==> config.mk <==
export PLATFORM = sky130hd
export DESIGN_NAME = smtp_client_command_sequencer_top
export DESIGN_NICKNAME = d
export VERILOG_FILES = /design/src/rtl/smtp_seq_pkg.sv /design/src/rtl/smtp_client_command_sequencer_top.sv
export SDC_FILE = /design/constraint.sdc
export NUM_CORES = 1
export LEC_CHECK = 0
export ABC_AREA = 1
export ABC_CLOCK_PERIOD_IN_PS = 4350
export BUFFER_PORTS_ARGS = -buffer_cell sky130_fd_sc_hd__buf_2
export CAP_MARGIN = 0
export CORE_MARGIN = 8
export CORE_UTILIZATION = 55
export DETAILED_ROUTE_END_ITERATION = 7
export PLACE_DENSITY = 0.87
export SLEW_MARGIN = 30
export SYNTH_ARGS = -nofsm -noshare
export SYNTH_HDL_FRONTEND = slang
export SYNTH_SLANG_ARGS = --single-unit
export TNS_END_PERCENT = 1
==> constraint.sdc <==
create_clock -name clk -period 4.35 [get_ports clk]
set_input_delay 0.435 -clock clk [delete_from_list [all_inputs] [get_ports clk]]
set_output_delay 0.435 -clock clk [all_outputs]
set_load 0.05 [all_outputs]
==> src/rtl/smtp_seq_pkg.sv <==
// smtp_seq_pkg: types, codes and the control store of the smtp/lmtp client command sequencer
// no dependencies; used by smtp_client_command_sequencer_top
`timescale 1ns / 1ps

package smtp_seq_pkg;

    // recipients per envelope, larger counts are clamped
    localparam int unsigned RCPT_MAX = 32;

    typedef enum logic [3:0] {
        ST_START         = 4'd0,
        ST_START_XCLIENT = 4'd1,
        ST_HELLO         = 4'd2,
        ST_HELLO_XCLIENT = 4'd3,
        ST_AFTER_MAIL    = 4'd4,
        ST_AFTER_RCPT    = 4'd5,
        ST_AFTER_DATA    = 4'd6,
        ST_AFTER_DOT     = 4'd7,
        ST_AFTER_QUIT    = 4'd8,
        ST_ERROR         = 4'd9
    } proto_state_t;

    typedef enum logic [3:0] {
        A_EHLO    = 4'd0,
        A_LHLO    = 4'd1,
        A_XCLIENT = 4'd2,
        A_MAIL    = 4'd3,
        A_RCPT    = 4'd4,
        A_DATA    = 4'd5,
        A_BODY    = 4'd6,
        A_STATUS  = 4'd7,
        A_QUIT    = 4'd8,
        A_CLOSE   = 4'd9,
        A_FAULT   = 4'd10
    } action_t;

    typedef enum logic [1:0] {
        OP_CONNECT = 2'd0,
        OP_REPLY   = 2'd1,
        OP_TIMEOUT = 2'd2,
        OP_NONE    = 2'd3
    } op_t;

    // fault kinds; unexpected replies use FK_STATE_BASE plus the state code
    localparam logic [3:0] FK_NONE       = 4'd0;
    localparam logic [3:0] FK_BAD_CODE   = 4'd1;
    localparam logic [3:0] FK_STATE_BASE = 4'd2;
    localparam logic [3:0] FK_NO_RCPT    = 4'd9;
    localparam logic [3:0] FK_TIMEOUT    = 4'd10;

    localparam logic [9:0] CODE_GREETING = 10'd220;
    localparam logic [9:0] CODE_OK       = 10'd250;
    localparam logic [9:0] CODE_DATA_GO  = 10'd354;

    // register indexes of the configuration port
    localparam logic CFG_LMTP_MODE  = 1'b0;
    localparam logic CFG_RCPT_COUNT = 1'b1;

    // one control word per step
    typedef struct packed {
        action_t act;
        logic    hello;     // action is EHLO or LHLO by mode
        logic    loop;      // repeat over recipients 0 .. total-1
        logic    use_idx;   // recipient index from the decoded argument
        logic    use_code;  // status code from the reply
        logic    use_kind;  // fault kind from the decoded argument
        logic    succ;
        logic    last_step;
    } ucode_t;

    // program entry points
    localparam logic [3:0] PC_HELLO       = 4'd0;
    localparam logic [3:0] PC_XCLIENT     = 4'd1;
    localparam logic [3:0] PC_MAIL        = 4'd2;
    localparam logic [3:0] PC_MAIL_PIPE   = 4'd3;
    localparam logic [3:0] PC_RCPT        = 4'd6;
    localparam logic [3:0] PC_DATA        = 4'd7;
    localparam logic [3:0] PC_BODY        = 4'd8;
    localparam logic [3:0] PC_STATUS      = 4'd9;
    localparam logic [3:0] PC_STATUS_QUIT = 4'd10;
    localparam logic [3:0] PC_STATUS_ALL  = 4'd12;
    localparam logic [3:0] PC_CLOSE       = 4'd14;
    localparam logic [3:0] PC_FAULT       = 4'd15;

    function automatic ucode_t uw(action_t act, logic hello, logic loop, logic use_idx,
                                  logic use_code, logic use_kind, logic succ,
                                  logic last_step);
        ucode_t w;
        w.act       = act;
        w.hello     = hello;
        w.loop      = loop;
        w.use_idx   = use_idx;
        w.use_code  = use_code;
        w.use_kind  = use_kind;
        w.succ      = succ;
        w.last_step = last_step;
        return w;
    endfunction

    // control store
    function automatic ucode_t ucode_rom(logic [3:0] pc);
        ucode_t w;
        case (pc)
            4'd0:    w = uw(A_EHLO,    1'b1, 1'b0, 1'b0, 1'b0, 1'b0, 1'b0, 1'b1);
            4'd1:    w = uw(A_XCLIENT, 1'b0, 1'b0, 1'b0, 1'b0, 1'b0, 1'b0, 1'b1);
            4'd2:    w = uw(A_MAIL,    1'b0, 1'b0, 1'b0, 1'b0, 1'b0, 1'b0, 1'b1);
            4'd3:    w = uw(A_MAIL,    1'b0, 1'b0, 1'b0, 1'b0, 1'b0, 1'b0, 1'b0);
            4'd4:    w = uw(A_RCPT,    1'b0, 1'b1, 1'b0, 1'b0, 1'b0, 1'b0, 1'b0);
            4'd5:    w = uw(A_DATA,    1'b0, 1'b0, 1'b0, 1'b0, 1'b0, 1'b0, 1'b1);
            4'd6:    w = uw(A_RCPT,    1'b0, 1'b0, 1'b1, 1'b0, 1'b0, 1'b0, 1'b1);
            4'd7:    w = uw(A_DATA,    1'b0, 1'b0, 1'b0, 1'b0, 1'b0, 1'b0, 1'b1);
            4'd8:    w = uw(A_BODY,    1'b0, 1'b0, 1'b0, 1'b0, 1'b0, 1'b0, 1'b1);
            4'd9:    w = uw(A_STATUS,  1'b0, 1'b0, 1'b1, 1'b1, 1'b0, 1'b0, 1'b1);
            4'd10:   w = uw(A_STATUS,  1'b0, 1'b0, 1'b1, 1'b1, 1'b0, 1'b0, 1'b0);
            4'd11:   w = uw(A_QUIT,    1'b0, 1'b0, 1'b0, 1'b0, 1'b0, 1'b1, 1'b1);
            4'd12:   w = uw(A_STATUS,  1'b0, 1'b1, 1'b0, 1'b1, 1'b0, 1'b0, 1'b0);
            4'd13:   w = uw(A_QUIT,    1'b0, 1'b0, 1'b0, 1'b0, 1'b0, 1'b1, 1'b1);
            4'd14:   w = uw(A_CLOSE,   1'b0, 1'b0, 1'b0, 1'b0, 1'b0, 1'b0, 1'b1);
            default: w = uw(A_FAULT,   1'b0, 1'b0, 1'b0, 1'b0, 1'b1, 1'b0, 1'b1);
        endcase
        return w;
    endfunction

endpackage

==> src/rtl/smtp_client_command_sequencer_top.sv <==
// smtp_client_command_sequencer_top: client command sequencer for smtp and lmtp delivery
// depends on smtp_seq_pkg (states, action codes, control store)
`timescale 1ns / 1ps

// usage
//   s_* channel: one item per session event. tuser carries the op (connect, reply line,
//   timeout); tdata carries the summarized reply line.
//   m_* channel: command tokens, recipient status records, faults and the success mark.
//   tuser is the action code, tlast marks the final result of one input item.
//   cfg_* channel: register writes (0 lmtp_mode, 1 recipient_count), always ready; write
//   only while the block is idle.
// timing
//   an accepted item is decoded in its accept cycle; protocol state updates at once.
//   when it causes results, a microprogram starts and emits one result per cycle, unless
//   m_tready stalls it, into the output register; the start is registered in the step
//   counter first. a recipient loop that ends (a pipelined MAIL burst or the smtp status
//   sweep) adds an idle step; a burst holds up to 34 results.
//   s_tready is low while a program runs; it rises with the final result, so the next
//   item can be taken while that result still waits in the output register.
// reset
//   protocol state to START, learned flags and recipient index cleared, registers
//   cleared, no program running and no result pending.
// stalls
//   a low m_tready with a result pending freezes the step counter; nothing is dropped or repeated.

module smtp_client_command_sequencer_top
(
    input  logic        clk,
    input  logic        rst_n,

    input  logic        s_tvalid,
    output logic        s_tready,
    input  logic [15:0] s_tdata,   // reply_code[9:0], code_valid, is_continuation,
                                   // has_xclient, has_pipelining, 2 bits zero
    input  logic [1:0]  s_tuser,   // op

    output logic        m_tvalid,
    input  logic        m_tready,
    output logic [23:0] m_tdata,   // rcpt_index[4:0], status_code[9:0], fault_kind[3:0],
                                   // session_success, 4 bits zero
    output logic [3:0]  m_tuser,   // action
    output logic        m_tlast,

    input  logic        cfg_valid,
    output logic        cfg_ready,
    input  logic        cfg_index,
    input  logic [5:0]  cfg_data
);

    // input fields
    logic [9:0] in_code;
    logic       in_valid_code;
    logic       in_cont;
    logic       in_xc;
    logic       in_pl;
    logic       in_accept;

    assign in_code       = s_tdata[9:0];
    assign in_valid_code = s_tdata[10];
    assign in_cont       = s_tdata[11];
    assign in_xc         = s_tdata[12];
    assign in_pl         = s_tdata[13];
    assign in_accept     = s_tvalid && s_tready;

    // configuration
    logic       lmtp_reg;
    logic [5:0] rcpt_count_reg;
    logic [5:0] total;

    assign cfg_ready = 1'b1;

    always_ff @(posedge clk or negedge rst_n)
    begin
        if (!rst_n)
        begin
            lmtp_reg       <= 1'b0;
            rcpt_count_reg <= 6'd0;
        end
        else if (cfg_valid && cfg_ready)
        begin
            case (cfg_index)
                smtp_seq_pkg::CFG_LMTP_MODE:  lmtp_reg       <= cfg_data[0];
                smtp_seq_pkg::CFG_RCPT_COUNT: rcpt_count_reg <= cfg_data;
                default:                      lmtp_reg       <= lmtp_reg;
            endcase
        end
    end

    // recipient count clamped to the list capacity
    assign total = (rcpt_count_reg > 6'(smtp_seq_pkg::RCPT_MAX))
                 ? 6'(smtp_seq_pkg::RCPT_MAX) : rcpt_count_reg;

    // protocol state
    smtp_seq_pkg::proto_state_t state_reg, state_next;
    logic       xc_seen_reg, xc_seen_next;
    logic       pl_seen_reg, pl_seen_next;
    logic [5:0] cur_reg, cur_next;

    // program start and its arguments
    logic       start_prog;
    logic [3:0] entry_pc;
    logic [4:0] arg_idx_reg, arg_idx_next;
    logic [9:0] arg_code_reg, arg_code_next;
    logic [3:0] arg_kind_reg, arg_kind_next;

    // decode: everything the model does to state happens at accept,
    // the emission sequence is left to the control store
    logic        is_done;
    logic        has_expect;
    logic [9:0]  expect_code;
    logic        xc_now;
    logic        pl_now;
    logic [5:0]  cur_inc;

    always_comb
    begin
        state_next    = state_reg;
        xc_seen_next  = xc_seen_reg;
        pl_seen_next  = pl_seen_reg;
        cur_next      = cur_reg;
        start_prog    = 1'b0;
        entry_pc      = smtp_seq_pkg::PC_FAULT;
        arg_idx_next  = arg_idx_reg;
        arg_code_next = arg_code_reg;
        arg_kind_next = arg_kind_reg;

        is_done = (state_reg == smtp_seq_pkg::ST_AFTER_QUIT)
               || (state_reg == smtp_seq_pkg::ST_ERROR);
        cur_inc = cur_reg + 6'd1;

        case (state_reg)
            smtp_seq_pkg::ST_START, smtp_seq_pkg::ST_START_XCLIENT:
            begin
                has_expect  = 1'b1;
                expect_code = smtp_seq_pkg::CODE_GREETING;
            end
            smtp_seq_pkg::ST_HELLO, smtp_seq_pkg::ST_HELLO_XCLIENT,
            smtp_seq_pkg::ST_AFTER_MAIL, smtp_seq_pkg::ST_AFTER_RCPT:
            begin
                has_expect  = 1'b1;
                expect_code = smtp_seq_pkg::CODE_OK;
            end
            smtp_seq_pkg::ST_AFTER_DATA:
            begin
                has_expect  = 1'b1;
                expect_code = smtp_seq_pkg::CODE_DATA_GO;
            end
            default:
            begin
                has_expect  = 1'b0;
                expect_code = 10'd0;
            end
        endcase

        // capability flags are learned only while in HELLO
        xc_now = xc_seen_reg || ((state_reg == smtp_seq_pkg::ST_HELLO) && in_xc);
        pl_now = pl_seen_reg || ((state_reg == smtp_seq_pkg::ST_HELLO) && in_pl);

        if (in_accept)
        begin
            case (smtp_seq_pkg::op_t'(s_tuser))
                smtp_seq_pkg::OP_CONNECT:
                begin
                    state_next   = smtp_seq_pkg::ST_START;
                    xc_seen_next = 1'b0;
                    pl_seen_next = 1'b0;
                    cur_next     = 6'd0;
                end
                smtp_seq_pkg::OP_TIMEOUT:
                begin
                    if (!is_done)
                    begin
                        start_prog    = 1'b1;
                        entry_pc      = smtp_seq_pkg::PC_FAULT;
                        arg_kind_next = smtp_seq_pkg::FK_TIMEOUT;
                        state_next    = smtp_seq_pkg::ST_ERROR;
                    end
                end
                smtp_seq_pkg::OP_REPLY:
                begin
                    if (!in_valid_code)
                    begin
                        if (!is_done)
                        begin
                            start_prog    = 1'b1;
                            entry_pc      = smtp_seq_pkg::PC_FAULT;
                            arg_kind_next = smtp_seq_pkg::FK_BAD_CODE;
                            state_next    = smtp_seq_pkg::ST_ERROR;
                        end
                    end
                    else if (has_expect && (in_code != expect_code))
                    begin
                        start_prog    = 1'b1;
                        entry_pc      = smtp_seq_pkg::PC_FAULT;
                        arg_kind_next = smtp_seq_pkg::FK_STATE_BASE + state_reg;
                        state_next    = smtp_seq_pkg::ST_ERROR;
                    end
                    else
                    begin
                        xc_seen_next = xc_now;
                        pl_seen_next = pl_now;
                        if (!in_cont)
                        begin
                            case (state_reg)
                                smtp_seq_pkg::ST_START:
                                begin
                                    start_prog = 1'b1;
                                    entry_pc   = smtp_seq_pkg::PC_HELLO;
                                    state_next = smtp_seq_pkg::ST_HELLO;
                                end
                                smtp_seq_pkg::ST_START_XCLIENT:
                                begin
                                    start_prog = 1'b1;
                                    entry_pc   = smtp_seq_pkg::PC_HELLO;
                                    state_next = smtp_seq_pkg::ST_HELLO_XCLIENT;
                                end
                                smtp_seq_pkg::ST_HELLO, smtp_seq_pkg::ST_HELLO_XCLIENT:
                                begin
                                    start_prog = 1'b1;
                                    if ((state_reg == smtp_seq_pkg::ST_HELLO) && xc_now)
                                    begin
                                        entry_pc   = smtp_seq_pkg::PC_XCLIENT;
                                        state_next = smtp_seq_pkg::ST_START_XCLIENT;
                                    end
                                    else
                                    begin
                                        entry_pc   = pl_now ? smtp_seq_pkg::PC_MAIL_PIPE
                                                            : smtp_seq_pkg::PC_MAIL;
                                        state_next = smtp_seq_pkg::ST_AFTER_MAIL;
                                    end
                                end
                                smtp_seq_pkg::ST_AFTER_MAIL:
                                begin
                                    cur_next = 6'd0;
                                    if (total == 6'd0)
                                    begin
                                        start_prog    = 1'b1;
                                        entry_pc      = smtp_seq_pkg::PC_FAULT;
                                        arg_kind_next = smtp_seq_pkg::FK_NO_RCPT;
                                        state_next    = smtp_seq_pkg::ST_ERROR;
                                    end
                                    else
                                    begin
                                        start_prog   = !pl_now;
                                        entry_pc     = smtp_seq_pkg::PC_RCPT;
                                        arg_idx_next = 5'd0;
                                        state_next   = smtp_seq_pkg::ST_AFTER_RCPT;
                                    end
                                end
                                smtp_seq_pkg::ST_AFTER_RCPT:
                                begin
                                    cur_next     = cur_inc;
                                    start_prog   = !pl_now;
                                    arg_idx_next = cur_inc[4:0];
                                    if (cur_inc >= total)
                                    begin
                                        entry_pc   = smtp_seq_pkg::PC_DATA;
                                        state_next = smtp_seq_pkg::ST_AFTER_DATA;
                                    end
                                    else
                                    begin
                                        entry_pc = smtp_seq_pkg::PC_RCPT;
                                    end
                                end
                                smtp_seq_pkg::ST_AFTER_DATA:
                                begin
                                    if (lmtp_reg)
                                    begin
                                        cur_next = 6'd0;
                                    end
                                    start_prog = 1'b1;
                                    entry_pc   = smtp_seq_pkg::PC_BODY;
                                    state_next = smtp_seq_pkg::ST_AFTER_DOT;
                                end
                                smtp_seq_pkg::ST_AFTER_DOT:
                                begin
                                    start_prog    = 1'b1;
                                    arg_code_next = in_code;
                                    if (lmtp_reg)
                                    begin
                                        // one final reply per recipient
                                        arg_idx_next = cur_reg[4:0];
                                        cur_next     = cur_inc;
                                        if (cur_inc >= total)
                                        begin
                                            entry_pc   = smtp_seq_pkg::PC_STATUS_QUIT;
                                            state_next = smtp_seq_pkg::ST_AFTER_QUIT;
                                        end
                                        else
                                        begin
                                            entry_pc = smtp_seq_pkg::PC_STATUS;
                                        end
                                    end
                                    else
                                    begin
                                        // one reply covers the whole list
                                        entry_pc   = smtp_seq_pkg::PC_STATUS_ALL;
                                        cur_next   = total;
                                        state_next = smtp_seq_pkg::ST_AFTER_QUIT;
                                    end
                                end
                                smtp_seq_pkg::ST_AFTER_QUIT:
                                begin
                                    start_prog = 1'b1;
                                    entry_pc   = smtp_seq_pkg::PC_CLOSE;
                                end
                                default:
                                begin
                                    start_prog = 1'b0;
                                end
                            endcase
                        end
                    end
                end
                default:
                begin
                    start_prog = 1'b0;
                end
            endcase
        end
    end

    always_ff @(posedge clk or negedge rst_n)
    begin
        if (!rst_n)
        begin
            state_reg   <= smtp_seq_pkg::ST_START;
            xc_seen_reg <= 1'b0;
            pl_seen_reg <= 1'b0;
            cur_reg     <= 6'd0;
        end
        else
        begin
            state_reg   <= state_next;
            xc_seen_reg <= xc_seen_next;
            pl_seen_reg <= pl_seen_next;
            cur_reg     <= cur_next;
        end
    end

    always_ff @(posedge clk)
    begin
        arg_idx_reg  <= arg_idx_next;
        arg_code_reg <= arg_code_next;
        arg_kind_reg <= arg_kind_next;
    end

    // sequencer: step counter, loop counter and the output register
    logic                 busy_reg, busy_next;
    logic [3:0]           pc_reg, pc_next;
    logic [5:0]           cnt_reg, cnt_next;
    smtp_seq_pkg::ucode_t word;
    logic                 out_free;
    logic                 loop_more;
    logic                 emit;

    logic                  m_valid_reg, m_valid_next;
    smtp_seq_pkg::action_t m_act_reg, m_act_next;
    logic [4:0]            m_idx_reg, m_idx_next;
    logic [9:0]            m_code_reg, m_code_next;
    logic [3:0]            m_kind_reg, m_kind_next;
    logic                  m_succ_reg, m_succ_next;
    logic                  m_last_reg, m_last_next;

    assign word      = smtp_seq_pkg::ucode_rom(pc_reg);
    assign out_free  = !m_valid_reg || m_tready;
    assign loop_more = cnt_reg < total;
    assign emit      = busy_reg && out_free && (!word.loop || loop_more);
    assign s_tready  = !busy_reg;

    always_comb
    begin
        busy_next    = busy_reg;
        pc_next      = pc_reg;
        cnt_next     = cnt_reg;
        m_valid_next = m_valid_reg;
        m_act_next   = m_act_reg;
        m_idx_next   = m_idx_reg;
        m_code_next  = m_code_reg;
        m_kind_next  = m_kind_reg;
        m_succ_next  = m_succ_reg;
        m_last_next  = m_last_reg;

        if (m_valid_reg && m_tready)
        begin
            m_valid_next = 1'b0;
        end

        if (busy_reg && out_free)
        begin
            if (word.loop)
            begin
                // one recipient a step; a spent loop costs one idle step
                if (loop_more)
                begin
                    cnt_next = cnt_reg + 6'd1;
                end
                else
                begin
                    pc_next = pc_reg + 4'd1;
                end
            end
            else if (word.last_step)
            begin
                busy_next = 1'b0;
            end
            else
            begin
                pc_next = pc_reg + 4'd1;
            end
        end

        if (emit)
        begin
            m_valid_next = 1'b1;
            if (word.hello)
            begin
                m_act_next = lmtp_reg ? smtp_seq_pkg::A_LHLO : smtp_seq_pkg::A_EHLO;
            end
            else
            begin
                m_act_next = word.act;
            end
            if (word.loop)
            begin
                m_idx_next = cnt_reg[4:0];
            end
            else
            begin
                m_idx_next = word.use_idx ? arg_idx_reg : 5'd0;
            end
            m_code_next = word.use_code ? arg_code_reg : 10'd0;
            m_kind_next = word.use_kind ? arg_kind_reg : smtp_seq_pkg::FK_NONE;
            m_succ_next = word.succ;
            m_last_next = word.last_step;
        end

        if (start_prog)
        begin
            busy_next = 1'b1;
            pc_next   = entry_pc;
            cnt_next  = 6'd0;
        end
    end

    always_ff @(posedge clk or negedge rst_n)
    begin
        if (!rst_n)
        begin
            busy_reg    <= 1'b0;
            pc_reg      <= 4'd0;
            cnt_reg     <= 6'd0;
            m_valid_reg <= 1'b0;
        end
        else
        begin
            busy_reg    <= busy_next;
            pc_reg      <= pc_next;
            cnt_reg     <= cnt_next;
            m_valid_reg <= m_valid_next;
        end
    end

    always_ff @(posedge clk)
    begin
        m_act_reg  <= m_act_next;
        m_idx_reg  <= m_idx_next;
        m_code_reg <= m_code_next;
        m_kind_reg <= m_kind_next;
        m_succ_reg <= m_succ_next;
        m_last_reg <= m_last_next;
    end

    assign m_tvalid = m_valid_reg;
    assign m_tuser  = m_act_reg;
    assign m_tlast  = m_last_reg;
    assign m_tdata  = {4'd0, m_succ_reg, m_kind_reg, m_code_reg, m_idx_reg};

`ifndef NO_ASSERTIONS
    // the final step of a program frees the sequencer
    a_last_ends_prog: assert property (@(posedge clk) disable iff (!rst_n)
        (emit && word.last_step) |=> !busy_reg)
        else $error("sequencer still busy after final result");

    // loop counter never runs past the list capacity
    a_cnt_bound: assert property (@(posedge clk) disable iff (!rst_n)
        cnt_reg <= 6'(smtp_seq_pkg::RCPT_MAX))
        else $error("recipient loop counter out of range");

    // success is only marked on the closing quit of a burst
    a_succ_on_quit: assert property (@(posedge clk) disable iff (!rst_n)
        (m_valid_reg && m_succ_reg) |-> (m_act_reg == smtp_seq_pkg::A_QUIT && m_last_reg))
        else $error("success mark outside final quit");

    // an item that starts a program shows its first result or busy next cycle
    a_start_busy: assert property (@(posedge clk) disable iff (!rst_n)
        start_prog |=> (busy_reg || m_valid_reg))
        else $error("program start lost");
`endif

endmodule

==> impl_metrics.yaml, run 1 <==
route:
  drt_pass1_iterations: 5
  viasPerCell: 5.40
  route.detailed.drc: 0
  ant_nets: 0
  wl_per_cell_um: 14.0
  vias: 3831
  routed_wl_um: 9930
  dr.first_iter.drc_count: 249
worst_setup_path:
  slowest_stage: "o21ai_0"
  rr_worst_depth: 12
  start_kind: "register"
  crit_top_cell: "nand2_1"
  path_class: "reg -> reg"
  cp_max_fo: 5
  path_cells: "nor2_1 > nand2_1 > o21ai_0 > nand2_1 > ha_1 > o21a_1 > o21ai_1 > o211ai_1 > o21ai_0 > nand2_1 > nand3_1 > nand2_1"
  required_ns: 4.59
  cpPeakStageDelay_ns: 0.52
  arrival_ns: 3.07
  regToRegSetupSlack_ns: 1.52
  crit-reg2reg-launch: "rcpt_count_reg[0]"
  regToRegEndpoint: "pc_reg[3]"
  end_kind: "register"
  crit_start: "rcpt_count_reg[0]"
timing:
  worst_pin_slew_ns: 0.733
  setup_violations: 0
  clock_skew_ns: 0.00803
  hold_viol: 0
  maxSlewHeadroom_pct: 50.8
  tns_ns: 0
  slew_violations: 0
  rsz0062_at_grt: "false"
  max_freq_mhz: 353
  period_minus_slack_ns: 2.83
  period_share_pct: 65.0
  timing.hold.ws_ns: 0.140
global_routing:
  grt-busiest-layer: "met2"
  use_met1_pct: 22.6
  grt_pass1_vias: 3726
  grt_util_all_layers_pct: 18.1
  grtUsageMet2_pct: 29.8
  antenna_found_initial: 0
  grt_pass1_wl_um: 17000
  grt_max_degree: 32
  grt_overflow: 0
  gr-usage-met3_pct: 3.66
placed_design:
  place.gp.congestion: 0.955
  dpl.hpwl_um: 7660
  dp_cells: 694
  port_buffers: 54
clock_tree:
  cts_root_buffer: "clkbuf_8"
  cts_tree: "yes"
  clkTransAtPathRegs_ns: 0.08
  ctsHoldBuffers: 0
  clkLatencyLatePin_ns: 0.35
  clockBufferDepth: 2
  cts_resized: 0
  numCtsBuffers: 9
  cts.sinks: 75
  cts.htree.levels: 3
  postCtsSetupBuffers: 0
cells_and_area:
  layout-drive-gt1-share_pct: 19.2
  post-route-util_pct: 62.2
  instances_no_fill: 710
  areaGrowthSynthToFinish_pct: 11.3
  diodes: 0
  final_nets: 654
logic_synthesis:
  yosys_warnings: 0
  yosysSeqAreaShare_pct: 46.4
  syn_area_per_cell_sq_um: 8.33
  synthesis.instances: 543
  synth_commonest_cells: "117 x nand2_1, 71 x inv_1, 69 x nor2_1, 44 x edfxtp_1, 33 x nand3_1"
  synth_flop_cell: "edfxtp_1"
  ys_types: 41
  netlist_area_sq_um: 4520
  yosys.area.top_type: "edfxtp_1"
  yosysMostFrequentCell: "nand2_1"
  synth_top_area_share_pct: 29.2
  synth_edf_count: 44
  ys_ff_latch: 75
  ys_async_sr_fraction_pct: 41.3
  synthTopCellsByArea: "edfxtp_1 29%, dfrtp_1 17%, nand2_1 9.7%, ha_1 6.6%, inv_1 5.9%"
pwr:
  p_leak_nw: 2.34
  power_mw: 2.31
  vdd_drop_max_uv: 184
  powerDensity_nw_per_um2: 459
floorplan:
  die_x_um: 107
  fp.dieH_um: 107
  die_area_sq_um: 11400
  design.core.area_sq_um: 8090
  start_util_pct: 55.9
  io_pins: 62
  rows: 33
run_status:
  outcome: "complete, no violations"
hold_path:
  hold_path.class: "in -> async"
flow_run:
  drv_cap: 0
## metal layers
layer  share of wire, %  up-vias
li1                   -     1885
met1                 43     1765
met2                 48      154
met3                7.0       27
met4                2.1        0
met5                  0        -
## metrics by stage
step	setup slack, ns	cell area, sq um
after global routing	1.25	5030
final	1.52	5030
after global placement	1.56	4860
after CTS	1.60	5030
after floorplan	1.15	4530
after detailed placement	1.53	4860
## cell usage in the layout, fill, tap and decap left out, types with 3 or more instances in the layout
cell and count:
nand2_2 4, nor2_1 69, xor2_1 5, o21ai_1 4, edfxtp_1 44, nor2_2 7, conb_1 5, clkbuf_8 9
nand2_4 4, nand4_1 6, o21ai_0 32, buf_2 54, mux2_2 4, a21oi_1 20, nand3_1 33, nand2_1 117
ha_1 24, o21ai_2 7, nor2_4 4, clkinvlp_4 4, inv_1 71, inv_2 7, o22ai_1 5, nand3b_1 3
nor3_1 8, dfrtp_1 31
## critical path: cells and delay by family, from the launching register on
family,cells,cell delay [ns]
AOI/OAI and AO/OA,5,1.22
adders and majority gates,1,0.31
DFF,1,0.42
and+or+nand+nor,6,0.75
## cell type report
class	instances	area, sq um
Clock buffer	9	124
Sequential cell	75	2100
Timing Repair Buffer	56	285
Multi-Input combinational cell	378	2040
Tap cell	105	131
Inverter	80	303
Fill cell	727	3060
Clock inverter	7	51.3
## logic make-up (layout without fill, tap and decap cells)
family / after synthesis / after routing / share of synthesized area (%)
adders and majority gates: 24 / 24 / 6.64
DFF: 75 / 75 / 46.4
and+or+nand+nor: 263 / 263 / 26.4
muxes: 4 / 4 / 0.996
xor gates and xnor gates: 5 / 5 / 0.968
AOI/OAI and AO/OA: 77 / 77 / 9.65
buffers and inverters: 93 / 152 / 8.80
other: 2 / 5 / 0.166
## worst max path at each step
stage               cells past startpoint        endpoint  slack [ns]
finish                                 12       pc_reg[3]        1.52
global placement                        7  arg_idx_reg[0]        1.56
floorplan                               9   m_code_reg[0]        1.15
detailed placement                      7  arg_idx_reg[1]        1.53
CTS                                    12       pc_reg[3]        1.60
global route                           12       pc_reg[3]        1.25
## power breakdown
part / switching (mW) / internal [mW] / total, mW
Clock: 0.277 / 0.209 / 0.486
Sequential: 0.0841 / 0.892 / 0.976
Combinational: 0.623 / 0.224 / 0.847
(Power assumes the default switching activity.)
==> run 2: changes to the inputs <==
--- a/config.mk
+++ b/config.mk
@@ -6,7 +6,7 @@
 export NUM_CORES = 1
 export LEC_CHECK = 0
 export ABC_AREA = 1
-export ABC_CLOCK_PERIOD_IN_PS = 4350
+export ABC_CLOCK_PERIOD_IN_PS = 2900
 export BUFFER_PORTS_ARGS = -buffer_cell sky130_fd_sc_hd__buf_2
 export CAP_MARGIN = 0
 export CORE_MARGIN = 8
==> constraint.sdc (replaced) <==
create_clock -name clk -period 2.9 [get_ports clk]
set_input_delay 0.29 -clock clk [delete_from_list [all_inputs] [get_ports clk]]
set_output_delay 0.29 -clock clk [all_outputs]
set_load 0.05 [all_outputs]
==> run 2 against run 1 <==
  * The flow now finishes with violations (hold timing)
  * Cell count grew 0.56%
  * Worst hold slack worse by 0.15 ns
  * Sequential cell count did not move
  * Clock skew grew 0.0028 ns
  * Sequential power increased by 50%
  * Utilization increased by 0.70 points
  * Clock power increased by 67%
  * Cell area up 1.1%
  * Combinational power is 51% higher
  * Total power up 54%
  * Via count down 1.9%
  * Register-to-register slack worse by 1.2 ns
  * Critical path type unchanged
==> impl_metrics.yaml, run 2 (same netlist as run 1, synthesis figures left out) <==
run_status:
  outcome: "finished, violations left"
  violations: "hold timing"
cells_and_area:
  fillCellCount: 699
  areaGrowthSynthToFinish_pct: 12.6
  final_cell_mix: "117 x nand2_1, 71 x inv_1, 69 x nor2_1"
  layout-drive-gt1-share_pct: 19.9
  diodes: 0
  instances_no_fill: 714
  multi_input_area_sq_um: 2040
  regArea_sq_um: 2100
  final_common_cell: "nand2_1"
  final_nets: 658
flow_run:
  drv_cap: 0
global_routing:
  grt_util_all_layers_pct: 17.3
  grt_pass1_vias: 3541
  antenna_found_initial: 0
  grt_overflow: 0
  grt_max_degree: 32
  grt_pass1_wl_um: 16200
worst_setup_path:
  cpPeakStageDelay_ns: 0.42
  regToRegEndpoint: "state_reg[2]"
  slowest_stage: "dfrtp_1"
  arrival_ns: 2.84
  crit-reg2reg-launch: "rcpt_count_reg[0]"
  regToRegSetupSlack_ns: 0.30
  rr_worst_depth: 16
  crit_top_cell: "nand2_1"
  path_class: "reg -> reg"
  crit_start: "rcpt_count_reg[0]"
  required_ns: 3.14
  start_kind: "register"
  end_kind: "register"
  cp_max_fo: 7
  path_cells: "nor2_1 > nand2_1 > o21ai_0 > nand2_1 > ha_1 > nand2_1 > nor2_1 > nand3_1 > nand3_1 > inv_1 > a21oi_1 > nor2_2 > nor2_4 > inv_2 > nand2_1 > nand2_1"
route:
  route.detailed.drc: 0
  vias: 3757
  ant_nets: 0
  dr.first_iter.drc_count: 241
  viasPerCell: 5.26
  wl_per_cell_um: 13.7
  drt_pass1_iterations: 5
  routed_wl_um: 9770
timing:
  max_freq_mhz: 384
  timing.hold.ws_ns: -0.00811
  worst_pin_slew_ns: 0.725
  clock_skew_ns: 0.0109
  period_share_pct: 89.8
  period_minus_slack_ns: 2.60
  setup_violations: 0
  maxSlewHeadroom_pct: 51.3
  slew_violations: 0
  hold_viol: 7
  tns_ns: 0
  rsz0062_at_grt: "false"
clock_tree:
  cts.sinks: 75
  postCtsSetupBuffers: 0
  cts_root_buffer: "clkbuf_8"
  clockBufferDepth: 2
  clkTransAtPathRegs_ns: 0.09
  cts.htree.levels: 3
  cts_tree: "yes"
  numCtsBuffers: 9
  clkLatencyLatePin_ns: 0.34
pwr:
  p_leak_nw: 2.38
  powerDensity_nw_per_um2: 698
  vdd_drop_max_uv: 317
floorplan:
  start_util_pct: 55.9
  design.core.area_sq_um: 8090
  die_area_sq_um: 11400
  rows: 33
  io_pins: 62
  die_x_um: 107
  fp.dieH_um: 107
placed_design:
  dp_cells: 698
  dpl.hpwl_um: 7450
  port_buffers: 54
  place.gp.congestion: 0.932
hold_path:
  hold_path.class: "in -> async"
## run 2: cell count changes in the layout (fill, tap and decap cells not counted), sizes merged
cell and change:
clkinvlp -3, bufinv +1, clkinv +3, buf +4
inv -1
## run 2: final cells by class
type	count	area share (%)
Multi-Input combinational cell	378	40.1
Tap cell	105	2.58
Clock buffer	9	2.43
Inverter	80	5.95
Timing Repair Buffer	60	6.19
Clock inverter	7	1.50
Sequential cell	75	41.2
## run 2: metrics by stage
step / cell area, sq um / util [%] / worst slack [ns] / power [mW]
floorplan: 4540 / - / 0.186 / 2.44
global placement: 4890 / 60.4 / 0.367 / 2.70
detailed placement: 4890 / 60.4 / 0.317 / 2.75
CTS: 5090 / 62.9 / 0.302 / 3.56
global route: 5090 / 62.9 / 0.0139 / 3.77
finish: 5090 / 62.9 / 0.296 / 3.56
## run 2: metal layers
| layer | track usage, % | share of wire, % | vias up |
|---|---|---|---|
| met5 | 0 | 0 | - |
| met4 | 7.74 | 2.0 | 0 |
| met3 | 3.96 | 7.2 | 19 |
| met2 | 28.7 | 48 | 150 |
| met1 | 21.0 | 43 | 1696 |
| li1 | - | - | 1892 |
## run 2: power by group
| part | switching (mW) | internal (mW) | total, mW |
|---|---|---|---|
| clock | 0.409 | 0.402 | 0.811 |
| combinational | 0.939 | 0.343 | 1.28 |
| sequential | 0.125 | 1.34 | 1.46 |
## run 2: how the worst max path moves through the flow
stage | end | cells after the start | slack, ns
after floorplan | m_code_reg[0] | 9 | 0.19
after global placement | state_reg[2] | 16 | 0.37
after detailed placement | state_reg[2] | 16 | 0.32
after CTS | state_reg[2] | 16 | 0.30
after global routing | state_reg[2] | 16 | 0.01
final | state_reg[2] | 16 | 0.30
## run 2: timing repair
| item | 4_1_cts | 5_1_grt |
|---|---|---|
| endpoints found under the hold margin | 0 | 0 |
| endpoints found under the setup margin | 0 | 1 |
| hold buffers | 0 | 0 |
| gates resized for setup | 0 | 1 |
## run 2: worst max-delay path: cells and delay by family (launching register included)
kind	cells	cell delay, ns
and+or+nand+nor	11	1.13
AOI/OAI and AO/OA	2	0.49
DFF	1	0.42
adders and majority gates	1	0.33
buffers and inverters	2	0.13
